==> src/vcrp_pkg.sv <==
package vcrp_pkg;

  localparam int OAM_BYTES_DEF     = 256;
  localparam int PALETTE_BYTES_DEF = 32;

  // Bus operation codes
  localparam logic OP_READ  = 1'b0;
  localparam logic OP_WRITE = 1'b1;

  // Register indexes
  localparam logic [3:0] REG_CONTROL = 4'd0;
  localparam logic [3:0] REG_MASK    = 4'd1;
  localparam logic [3:0] REG_STATUS  = 4'd2;
  localparam logic [3:0] REG_OAMADDR = 4'd3;
  localparam logic [3:0] REG_OAMDATA = 4'd4;
  localparam logic [3:0] REG_SCROLL  = 4'd5;
  localparam logic [3:0] REG_ADDR    = 4'd6;
  localparam logic [3:0] REG_DATA    = 4'd7;
  localparam logic [3:0] REG_DMA     = 4'd8;

  // External access codes
  localparam logic [1:0] ACC_NONE  = 2'd0;
  localparam logic [1:0] ACC_READ  = 2'd1;
  localparam logic [1:0] ACC_WRITE = 2'd2;

  // VRAM map boundaries
  localparam logic [15:0] EXT_LIMIT    = 16'h3000;
  localparam logic [7:0]  PALETTE_PAGE = 8'h3F;

  typedef struct packed {
    logic       op;
    logic [3:0] reg_index;
    logic [7:0] write_data;
    logic [7:0] mem_byte;
    logic       hit_flag;
    logic       overflow_flag;
    logic       vblank_flag;
  } vcrp_in_t;

  typedef struct packed {
    logic [7:0]  read_data;
    logic [1:0]  mem_access;
    logic [13:0] mem_address;
    logic        bad_address;
    logic [14:0] scroll_latch;
    logic [2:0]  fine_scroll_x;
    logic        scroll_update;
    logic        dma_request;
    logic [7:0]  dma_page;
    logic [7:0]  control_bits;
    logic [3:0]  mask_bits;
  } vcrp_out_t;

  // Controller to datapath commands
  typedef struct packed {
    logic load;    // capture request, start sprite memory read
    logic commit;  // update state, load result register
  } vcrp_cmd_t;

  function automatic logic [7:0] vcrp_default_palette(input logic [4:0] idx);
    logic [7:0] v;
    case (idx)
      5'd0, 5'd4, 5'd8, 5'd12,
      5'd16, 5'd20, 5'd24, 5'd28: v = 8'h0F;
      5'd1:  v = 8'h31;
      5'd2:  v = 8'h32;
      5'd3:  v = 8'h33;
      5'd5:  v = 8'h35;
      5'd6:  v = 8'h36;
      5'd7:  v = 8'h37;
      5'd9:  v = 8'h39;
      5'd10: v = 8'h3A;
      5'd11: v = 8'h3B;
      5'd13: v = 8'h3D;
      5'd14: v = 8'h3E;
      5'd15: v = 8'h3F;
      5'd17, 5'd25: v = 8'h1C;
      5'd18, 5'd26: v = 8'h15;
      5'd19, 5'd27: v = 8'h14;
      5'd21, 5'd29: v = 8'h02;
      5'd22, 5'd30: v = 8'h38;
      5'd23, 5'd31: v = 8'h3C;
      default: v = 8'h0F;
    endcase
    return v;
  endfunction

endpackage

==> src/vcrp_ctrl.sv <==
module vcrp_ctrl
  import vcrp_pkg::*;
(
  input  logic      clk,
  input  logic      rst,
  input  logic      in_valid,
  output logic      in_ready,
  output logic      out_valid,
  input  logic      out_ready,
  output vcrp_cmd_t cmd
);

  typedef enum logic {
    S_IDLE,
    S_EXEC
  } state_t;

  state_t state;
  state_t state_next;
  logic   out_valid_next;
  logic   slot_free;

  assign in_ready   = (state == S_IDLE);
  assign slot_free  = !out_valid || out_ready;
  assign cmd.load   = in_valid && in_ready;
  assign cmd.commit = (state == S_EXEC) && slot_free;

  always_comb begin
    state_next = state;
    case (state)
      S_IDLE: if (cmd.load) state_next = S_EXEC;
      S_EXEC: if (cmd.commit) state_next = S_IDLE;
      default: state_next = S_IDLE;
    endcase
  end

  always_comb begin
    if (cmd.commit) begin
      out_valid_next = 1'b1;
    end else if (out_ready) begin
      out_valid_next = 1'b0;
    end else begin
      out_valid_next = out_valid;
    end
  end

  always_ff @(posedge clk) begin
    if (rst) begin
      state     <= S_IDLE;
      out_valid <= 1'b0;
    end else begin
      state     <= state_next;
      out_valid <= out_valid_next;
    end
  end

  a_load_to_exec: assert property (@(posedge clk) disable iff (rst)
    cmd.load |=> (state == S_EXEC) && !in_ready)
    else $error("accepted request did not move to execute");

  a_commit_shows: assert property (@(posedge clk) disable iff (rst)
    cmd.commit |=> out_valid)
    else $error("committed result not presented");

endmodule

==> src/vcrp_datapath.sv <==
module vcrp_datapath
  import vcrp_pkg::*;
#(
  parameter int OAM_BYTES     = OAM_BYTES_DEF,
  parameter int PALETTE_BYTES = PALETTE_BYTES_DEF
) (
  input  logic      clk,
  input  logic      rst,
  input  vcrp_cmd_t cmd,
  input  vcrp_in_t  in_data,
  output vcrp_out_t out_data
);

  localparam int OAM_AW = $clog2(OAM_BYTES);
  localparam int PAL_AW = $clog2(PALETTE_BYTES);

  vcrp_in_t  req;
  vcrp_out_t out_q;
  vcrp_out_t res;

  logic [14:0] scroll_t, scroll_t_next;
  logic [15:0] vram_addr, vram_addr_next;
  logic        write_toggle, write_toggle_next;
  logic [2:0]  fine_x, fine_x_next;
  logic [7:0]  control_reg, control_reg_next;
  logic [3:0]  mask_reg, mask_reg_next;
  logic [7:0]  oam_pointer, oam_pointer_next;
  logic [7:0]  data_buffer, data_buffer_next;
  logic [7:0]  dma_page_reg, dma_page_reg_next;

  logic [7:0]           sprite_mem [OAM_BYTES];
  logic [OAM_BYTES-1:0] oam_valid;
  logic [7:0]           oam_rdata;
  logic                 oam_rvalid;
  logic                 sprite_we;

  logic [7:0] palette [PALETTE_BYTES];
  logic       palette_we;
  logic [4:0] pal_slot;

  logic [15:0] inc;
  logic        region_ext;
  logic        region_pal;

  assign inc        = control_reg[2] ? 16'd32 : 16'd1;
  assign region_ext = vram_addr < EXT_LIMIT;
  assign region_pal = vram_addr[15:8] == PALETTE_PAGE;

  // Fold sprite backdrop entries onto the background ones
  always_comb begin
    pal_slot = vram_addr[4:0];
    if ((pal_slot & 5'h13) == 5'h10) pal_slot = pal_slot & 5'h0F;
  end

  always_comb begin
    scroll_t_next     = scroll_t;
    vram_addr_next    = vram_addr;
    write_toggle_next = write_toggle;
    fine_x_next       = fine_x;
    control_reg_next  = control_reg;
    mask_reg_next     = mask_reg;
    oam_pointer_next  = oam_pointer;
    data_buffer_next  = data_buffer;
    dma_page_reg_next = dma_page_reg;
    sprite_we         = 1'b0;
    palette_we        = 1'b0;
    res               = '0;

    if (req.op == OP_READ) begin
      case (req.reg_index)
        REG_STATUS: begin
          res.read_data     = {req.vblank_flag, req.hit_flag, req.overflow_flag, 5'b0};
          write_toggle_next = 1'b0;
        end
        REG_OAMDATA: res.read_data = oam_rvalid ? oam_rdata : 8'h00;
        REG_DATA: begin
          res.read_data = data_buffer;
          if (region_ext) begin
            res.mem_access   = ACC_READ;
            res.mem_address  = vram_addr[13:0];
            data_buffer_next = req.mem_byte;
          end else if (region_pal) begin
            res.read_data = palette[pal_slot[PAL_AW-1:0]];
          end else begin
            res.bad_address = 1'b1;
          end
          vram_addr_next = vram_addr + inc;
        end
        default: ;
      endcase
    end else begin
      case (req.reg_index)
        REG_CONTROL: begin
          control_reg_next = req.write_data;
          scroll_t_next    = {scroll_t[14:12], req.write_data[1:0], scroll_t[9:0]};
        end
        REG_MASK:    mask_reg_next = req.write_data[4:1];
        REG_OAMADDR: oam_pointer_next = req.write_data;
        REG_OAMDATA: begin
          sprite_we        = 1'b1;
          oam_pointer_next = oam_pointer + 8'd1;
        end
        REG_SCROLL: begin
          if (!write_toggle) begin
            scroll_t_next     = {scroll_t[14:5], req.write_data[7:3]};
            fine_x_next       = req.write_data[2:0];
            write_toggle_next = 1'b1;
          end else begin
            scroll_t_next     = {req.write_data[2:0], scroll_t[11:10],
                                 req.write_data[7:3], scroll_t[4:0]};
            write_toggle_next = 1'b0;
            res.scroll_update = 1'b1;
          end
        end
        REG_ADDR: begin
          if (!write_toggle) begin
            scroll_t_next     = {1'b0, req.write_data[5:0], scroll_t[7:0]};
            write_toggle_next = 1'b1;
          end else begin
            scroll_t_next     = {scroll_t[14:8], req.write_data};
            vram_addr_next    = {1'b0, scroll_t[14:8], req.write_data};
            write_toggle_next = 1'b0;
          end
        end
        REG_DATA: begin
          if (region_ext) begin
            res.mem_access  = ACC_WRITE;
            res.mem_address = vram_addr[13:0];
          end else if (region_pal) begin
            palette_we = 1'b1;
          end else begin
            res.bad_address = 1'b1;
          end
          vram_addr_next = vram_addr + inc;
        end
        REG_DMA: begin
          dma_page_reg_next = req.write_data;
          res.dma_request   = 1'b1;
        end
        default: ;
      endcase
    end

    res.scroll_latch  = scroll_t_next;
    res.fine_scroll_x = fine_x_next;
    res.dma_page      = dma_page_reg_next;
    res.control_bits  = control_reg_next;
    res.mask_bits     = mask_reg_next;
  end

  // Request capture, sprite memory port and result register
  always_ff @(posedge clk) begin
    if (cmd.load) begin
      req       <= in_data;
      oam_rdata <= sprite_mem[oam_pointer[OAM_AW-1:0]];
    end
    if (cmd.commit && sprite_we) sprite_mem[oam_pointer[OAM_AW-1:0]] <= req.write_data;
    if (cmd.commit) out_q <= res;
  end

  always_ff @(posedge clk) begin
    if (rst) begin
      scroll_t     <= '0;
      vram_addr    <= '0;
      write_toggle <= 1'b0;
      fine_x       <= '0;
      control_reg  <= '0;
      mask_reg     <= '0;
      oam_pointer  <= '0;
      data_buffer  <= '0;
      dma_page_reg <= '0;
      oam_valid    <= '0;
      oam_rvalid   <= 1'b0;
      for (int i = 0; i < PALETTE_BYTES; i++) begin
        palette[i] <= vcrp_default_palette(5'(i));
      end
    end else begin
      if (cmd.load) oam_rvalid <= oam_valid[oam_pointer[OAM_AW-1:0]];
      if (cmd.commit) begin
        scroll_t     <= scroll_t_next;
        vram_addr    <= vram_addr_next;
        write_toggle <= write_toggle_next;
        fine_x       <= fine_x_next;
        control_reg  <= control_reg_next;
        mask_reg     <= mask_reg_next;
        oam_pointer  <= oam_pointer_next;
        data_buffer  <= data_buffer_next;
        dma_page_reg <= dma_page_reg_next;
        if (sprite_we) oam_valid[oam_pointer[OAM_AW-1:0]] <= 1'b1;
        if (palette_we) palette[pal_slot[PAL_AW-1:0]] <= req.write_data;
      end
    end
  end

  assign out_data = out_q;

  a_access_not_bad: assert property (@(posedge clk) disable iff (rst)
    cmd.commit |=> !(out_q.bad_address && (out_q.mem_access != ACC_NONE)))
    else $error("external access issued at unmapped address");

  a_scroll_clears_toggle: assert property (@(posedge clk) disable iff (rst)
    (cmd.commit && res.scroll_update) |=> !write_toggle)
    else $error("second scroll write left the toggle set");

  a_dma_from_write: assert property (@(posedge clk) disable iff (rst)
    (cmd.commit && res.dma_request) |-> (req.op == OP_WRITE))
    else $error("DMA request raised on a read");

endmodule

==> src/video_chip_register_port_core.sv <==
// Processor-side register port of a tile video chip. Each request on the
// input channel is one bus access (op 0 read, 1 write) to one of the eight
// chip registers (reg_index 0..7) or to the sprite DMA page (reg_index 8);
// each request yields exactly one result on the output channel, in order.
// The port holds the scroll latch, VRAM address, shared write toggle, fine
// X, control and mask bits, a 256-byte sprite memory with its pointer, a
// 32-entry mirrored palette (loaded with the default palette at reset) and
// the data-port read buffer. VRAM 0x0000..0x2FFF is external: a data-port
// access there is reported through mem_access/mem_address, and on a read
// mem_byte must carry the byte at that address with the same request.
// Palette reads return at once; unmapped addresses set bad_address. Each
// request is first captured while the sprite memory is read (a synchronous
// RAM port); then, once the result slot is free, state is updated and the
// result register loaded. A new request is taken once the previous one has
// been loaded into the result register, even while that result still waits
// to be taken. The sprite memory needs no clearing pass after reset:
// per-byte valid flags make unwritten bytes read as zero.
module video_chip_register_port_core
  import vcrp_pkg::*;
#(
  parameter int OAM_BYTES     = OAM_BYTES_DEF,
  parameter int PALETTE_BYTES = PALETTE_BYTES_DEF
) (
  input  logic      clk,
  input  logic      rst,
  input  logic      in_valid,
  output logic      in_ready,
  input  vcrp_in_t  in_data,
  output logic      out_valid,
  input  logic      out_ready,
  output vcrp_out_t out_data
);

  vcrp_cmd_t cmd;

  // Sequence each request: capture, then commit when the result slot frees
  vcrp_ctrl u_ctrl (
    .clk       (clk),
    .rst       (rst),
    .in_valid  (in_valid),
    .in_ready  (in_ready),
    .out_valid (out_valid),
    .out_ready (out_ready),
    .cmd       (cmd)
  );

  // Register file, memories and result register
  vcrp_datapath #(
    .OAM_BYTES     (OAM_BYTES),
    .PALETTE_BYTES (PALETTE_BYTES)
  ) u_datapath (
    .clk      (clk),
    .rst      (rst),
    .cmd      (cmd),
    .in_data  (in_data),
    .out_data (out_data)
  );

endmodule

==> config.mk <==
export PLATFORM = sky130hd
export DESIGN_NAME = video_chip_register_port_core
export DESIGN_NICKNAME = d
export VERILOG_FILES = /design/src/vcrp_pkg.sv /design/src/vcrp_ctrl.sv /design/src/vcrp_datapath.sv /design/src/video_chip_register_port_core.sv
export SDC_FILE = /design/constraint.sdc
export NUM_CORES = 2
export LEC_CHECK = 0
export BUFFER_PORTS_ARGS = -buffer_cell sky130_fd_sc_hd__buf_2
export CAP_MARGIN = 20
export CORE_ASPECT_RATIO = 1.5
export CORE_MARGIN = 3
export CORE_UTILIZATION = 55
export CTS_CLUSTER_SIZE = 30
export DETAILED_ROUTE_END_ITERATION = 7
export GPL_ROUTABILITY_DRIVEN = 0
export PLACE_DENSITY = 0.69
export SYNTH_ARGS = -nofsm -noshare
export SYNTH_HDL_FRONTEND = slang
export SYNTH_SLANG_ARGS = --single-unit
==> constraint.sdc <==
create_clock -name clk -period 7.1 [get_ports clk]
set_clock_uncertainty 0.1 [all_clocks]
set_input_delay 1.775 -clock clk [delete_from_list [all_inputs] [get_ports clk]]
set_output_delay 1.775 -clock clk [all_outputs]
set_load 0.03 [all_outputs]
======== Yosys cells after proc, flatten, opt, wreduce, memory -nomap -nowiden ========
Memory sizes are Yosys's and may differ from the RTL's. A register that Yosys moved wholly into a read port is not among the register bits.
Cells that the tools add are included.
cells by class
  add/subtract/negate cells ............... 2
  equal/unequal tests ..................... 12
  reduce and logical (&&, ||, !) cells .... 20
  $lt $le $gt $ge ......................... 3
  bitwise gates (word level) .............. 3
  mux-type cells .......................... 82
operator list
  kind                                                                                 number
  256-bit bitwise OR                                                                   1
  8-bit two-way mux                                                                    27
  16-bit two-way mux                                                                   4
  15-bit two-way mux                                                                   4
  17-bit two-way mux                                                                   3
  15-bit case mux with 3 select lines                                                  1
  16-bit case mux with 2 select lines                                                  1
  1-bit two-way mux                                                                    29
  8-bit case mux with 3 select lines                                                   1
  16-bit adder                                                                         1
  4-bit by 3-bit == test with 1-bit output, second input constant                      4
  16-bit by 14-bit less-than comparator with 1-bit output, second input constant       1
  8-bit case mux with 2 select lines                                                   1
  5-bit two-way mux                                                                    2
  2-bit nonzero test                                                                   5
  8-bit by 9-bit less-than comparator with 1-bit output, second input constant         1
  3-bit two-way mux                                                                    3
  8-bit by 1-bit adder with 8-bit output, second input constant                        1
  1-bit binary-select mux with 8-bit select                                            1
  1-bit demux with 8-bit select                                                        1
  4-bit by 2-bit == test with 1-bit output, second input constant                      2
  8-bit by 6-bit == test with 1-bit output, second input constant                      1
  8-bit by 1-bit greater-or-equal comparator with 1-bit output, second input constant  1
  4-bit two-way mux                                                                    2
  other kinds (17)                                                                     24
storage, ports and cells
  memories ................................ 2
  RAM bits ................................ 2304
  logic and storage cells ................. 155
  bits in registers ....................... 419
  output and inout port bits .............. 67
memory list
  name                   words  width  rd ports  clocked after memory_dff  wr ports  RTL line             source
  u_datapath.sprite_mem  256    8      1         1                         1         vcrp_datapath.sv:31  logic [7:0] sprite_mem [OAM_BYTES];
  u_datapath.palette     32     8      1         0                         32        vcrp_datapath.sv:37  logic [7:0] palette [PALETTE_BYTES];

======== Logic depth before layout (Yosys ltp) ========
  depth in word-level cells ............... 11
  gate-level depth with buffers ........... 13

======== Modules after synthesis ========
From an unflattened synthesis, not the netlist that was laid out.
second synthesis, totals
  cell total of the unflattened synthesis .. 5845
  area, all modules ....................... 106375.8 um^2
by module, submodules not included
  module         area an instance (um^2)  times used  cells each
  vcrp_datapath  106280.7                 1           5835
  vcrp_ctrl      95.1                     1           10

======== Least setup slack after synthesis ========
No wires, ideal clock.
  path type ............................... input to register
  start ................................... input port out_ready
  end ..................................... register u_datapath.scroll_t[11]
  data arrival time ....................... 4620 ps
  path slack .............................. 2118 ps
  required time ........................... 6738 ps
  cell stages on the path ................. 6
  path buffers ............................ 2
  path through ............................ nand2b_1 -> nand2_1 -> clkinv_1 -> clkbuf_1 -> clkbuf_1 -> a311oi_1
RTL lines
  what                  RTL line                             source
  from (decl)           video_chip_register_port_core.sv:30  input logic out_ready,
  to (signal assigned)  vcrp_datapath.sv:180                 scroll_t <= scroll_t_next;
  to (decl)             vcrp_datapath.sv:21                  logic [14:0] scroll_t, scroll_t_next;

======== Worst setup path after layout ========
  start ................................... input port out_ready
  end ..................................... memory u_datapath.sprite_mem[184][7], enable pin
on the way
  longest elaborated chain between the ends .. 5
ends and longest elaborated chain
  what                                     RTL line              source
  1-bit logical OR                         vcrp_ctrl.sv:24       assign slot_free = !out_valid || out_ready;
  1-bit logical AND                        vcrp_ctrl.sv:26       assign cmd.commit = (state == S_EXEC) && slot_free;
  1-bit logical AND                        vcrp_datapath.sv:157  if (cmd.commit && sprite_we) sprite_mem[oam_pointer[OAM_AW-1:0]] <= req.write_data;
  1-bit two-way mux                        vcrp_datapath.sv:157
  1-bit two-way mux (implied by the code)  vcrp_datapath.sv:157
  to (decl)                                vcrp_datapath.sv:31
No other way between the ends.

==> flow_metrics.py <==
metrics = {
    "detailed_routing": {
        "drt_iter0_drc": 6992,
        "antenna_left": 0,
        "vias_per_cell": 6.419,
        "num_vias": 56036,
        "drt_first_pass_iters": 7,
        "drc": 0,
        "wire_per_inst_um": 30.72,
        "wl_mm": 268.2,
    },
    "grt": {
        "gr-total-overflow": 0,
        "grt_pass1_wl_mm": 393.5,
        "track_usage_pct": 26.80,
        "grt_max_degree": 171,
        "grt_pass1_vias": 56041,
        "antenna_found_initial": 6,
    },
    "power_and_ir_drop": {
        "power_leakage_uw": 0.03573,
        "p_per_area_mw_per_mm2": 265.5,
        "p_total_uw": 31360,
        "ir_drop_uv": 215.7,
    },
    "critical_path": {
        "crit_slowest_cell": "nor2_1",
        "crit_chain": "buf_2 -> nand2b_1 -> nand2_1 -> inv_4 -> nand3_1 -> nor2_1 -> nand2_1 -> nor2_1",
        "crit_family": "simple AND/OR/NAND/NOR gates",
        "slowest_delay_ns": 1.00,
        "cp_max_fo": 32,
        "cp.required_ns": 7.49,
        "worstPathArrival_ns": 5.44,
        "setup.worst_path.class": "in -> reg",
        "start_kind": "input pin",
        "critPathBufInv": 2,
        "cp-end-kind": "register",
    },
    "clock_tree": {
        "cts-root-buf": "clkbuf_16",
        "post-cts-setup-buffers": 0,
        "hold_buffers": 0,
        "cts_repair_resize_count": 0,
        "cts_max_level": 4,
        "cts_tree": "yes",
        "clkTransAtPathRegs_ns": 0.07,
        "numCtsBuffers": 237,
        "clock_latency_ns": 0.88,
        "cts_num_sinks": 2699,
        "clockBufferDepth": 4,
    },
    "synthesis": {
        "yosysTopAreaCell": "edfxtp_1",
        "synth_cells": 5926,
        "ys_seq_area_share_pct": 72.59,
        "ys_top_cells_by_area": "edfxtp_1 (66%), mux4_2 (15%), dfxtp_1 (6.2%)",
        "synth_edf_count": 2369,
        "synthArstFlopShare_pct": 0,
        "yosys_warnings": 0,
        "synth_cell_types": 68,
        "yosysMostFrequentCell": "edfxtp_1",
        "ys.flop_type": "edfxtp_1",
        "synth_common_cells": "edfxtp_1 (2369), mux4_2 (725), nor2_1 (682)",
        "ys_ff_latch": 2699,
        "post_synth.cell_area_avg_um2": 18.07,
        "netlist_area_mm2": 0.1071,
        "synth_fp_nets": 5961,
        "yosysTopAreaCellShare_pct": 66.43,
    },
    "cells_and_area": {
        "finalInstanceArea_mm2": 0.1181,
        "area_growth_pct": 10.28,
        "final_nets": 5977,
        "final_util_pct": 61.27,
        "largest_register_ffs": 2048,
        "drive_above_1_share_pct": 23.57,
    },
    "place": {
        "io_buffer_count": 94,
        "place_area_mm2": 0.1102,
        "dp_hpwl_mm": 164.0,
    },
    "floorplan": {
        "ios": 95,
        "die_x_um": 366.3,
        "die_h_um": 546.4,
        "start_util_pct": 55.56,
        "rows": 197,
        "dieArea_mm2": 0.2002,
        "core_area_mm2": 0.1928,
    },
    "timing": {
        "fmax_ghz": 0.1980,
        "slew_viol_final": 0,
        "worst_slew_pin_slew_ns": 1.229,
        "fin_tns_setup_ns": 0,
        "min_period_over_period_pct": 71.15,
        "hold_viol_final": 0,
        "rsz0062_at_grt": "no",
        "relSlewSlack_pct": 18.07,
        "fin_crit_ns": 5.052,
        "finalSetupViolCount": 0,
    },
    "outcome": {
        "run_status": "completed",
    },
    "min_path": {
        "holdCritPathClass": "reg -> reg",
    },
    "flow_run": {
        "max_cap_viol_count": 0,
    },
}
## worst register-to-register path, cell delays in order, from the launching register on
cell and delay [ns]:
edfxtp_1 0.58, nor4b_2 0.34, buf_4 0.24, nand3_1 0.46, nor2_1 1.01, nand2_1 0.73, nor2_1 0.78
## path summary, 6_finish.rpt
path,start,to,slack [ns],cells after the start
setup / recovery,out_ready,u_datapath.sprite_mem[184][7],2.05,8
hold / removal,u_datapath.fine_x[0],u_datapath.fine_x[0],0.36,2
setup reg to reg,u_datapath.req[19],u_datapath.sprite_mem[184][7],2.48,6
hold reg to reg,u_datapath.fine_x[0],u_datapath.fine_x[0],0.36,2
## cell families (layout without fill, tap and decap cells)
kind of cell,Yosys count,count (layout),share of synthesized area (%)
DFF,2699,2699,72.59
and+or+nand+nor,1310,1310,5.585
muxes,829,829,16.29
AOI/OAI and AO/OA,619,619,3.490
buffers and inverters,459,671,1.930
adders and majority gates,7,7,0.08178
xor gates and xnor gates,3,3,0.02454
other,0,5,0
## through the flow
step / setup slack [ns] / instances / hold slack (ns)
after global routing: 1.996 / 8727 / 0.3758
after CTS: 2.098 / 8721 / 0.3557
final: 2.048 / 8730 / 0.3569
after detailed placement: 1.199 / 8286 / 0.3464
after floorplan: 2.118 / 5926 / 0.3290
after global placement: 1.259 / 8284 / 0.3384
## power breakdown
part	internal [µW]	switching, µW	total, µW
Clock	7370	5720	13100
Combinational	210	647	857
Sequential	17400	53.0	17400
Total	24900	6420	31400
## layout make-up
class	count	area [µm²]
inverter	12	47.55
tap	2587	3237
multi-input combinational	2768	27370
clock buffer	283	6276
sequential	2699	77770
clock inverter	152	1598
antenna	5	12.51
timing repair buffer	224	1800
fill	13550	74640
## per-layer routing
metal | vias to the layer above | track usage (%) | wire length [µm]
li1 | 23619 | - | -
met1 | 29101 | 34.03 | 96230
met2 | 2717 | 45.75 | 137300
met3 | 599 | 3.883 | 19990
met4 | 0 | 12.86 | 14610
met5 | - | 0 | 0
## layout by cell type (no fill, tap or decap), types with 44 or more instances in the layout
cell / Yosys / layout
mux4_2: 725 / 725
nand3_1: 55 / 55
or3_1: 105 / 105
and2_1: 122 / 124
edfxtp_1: 2369 / 2369
buf_4: 23 / 102
clkbuf_16: 0 / 239
nand2_1: 165 / 157
a22oi_1: 76 / 76
mux2_2: 65 / 65
o21ai_0: 52 / 52
a21oi_1: 349 / 348
dfxtp_1: 330 / 320
nor2_1: 682 / 680
nor3_1: 64 / 63
clkinv_2: 0 / 44
buf_2: 73 / 93
(Power assumes the default switching activity.)
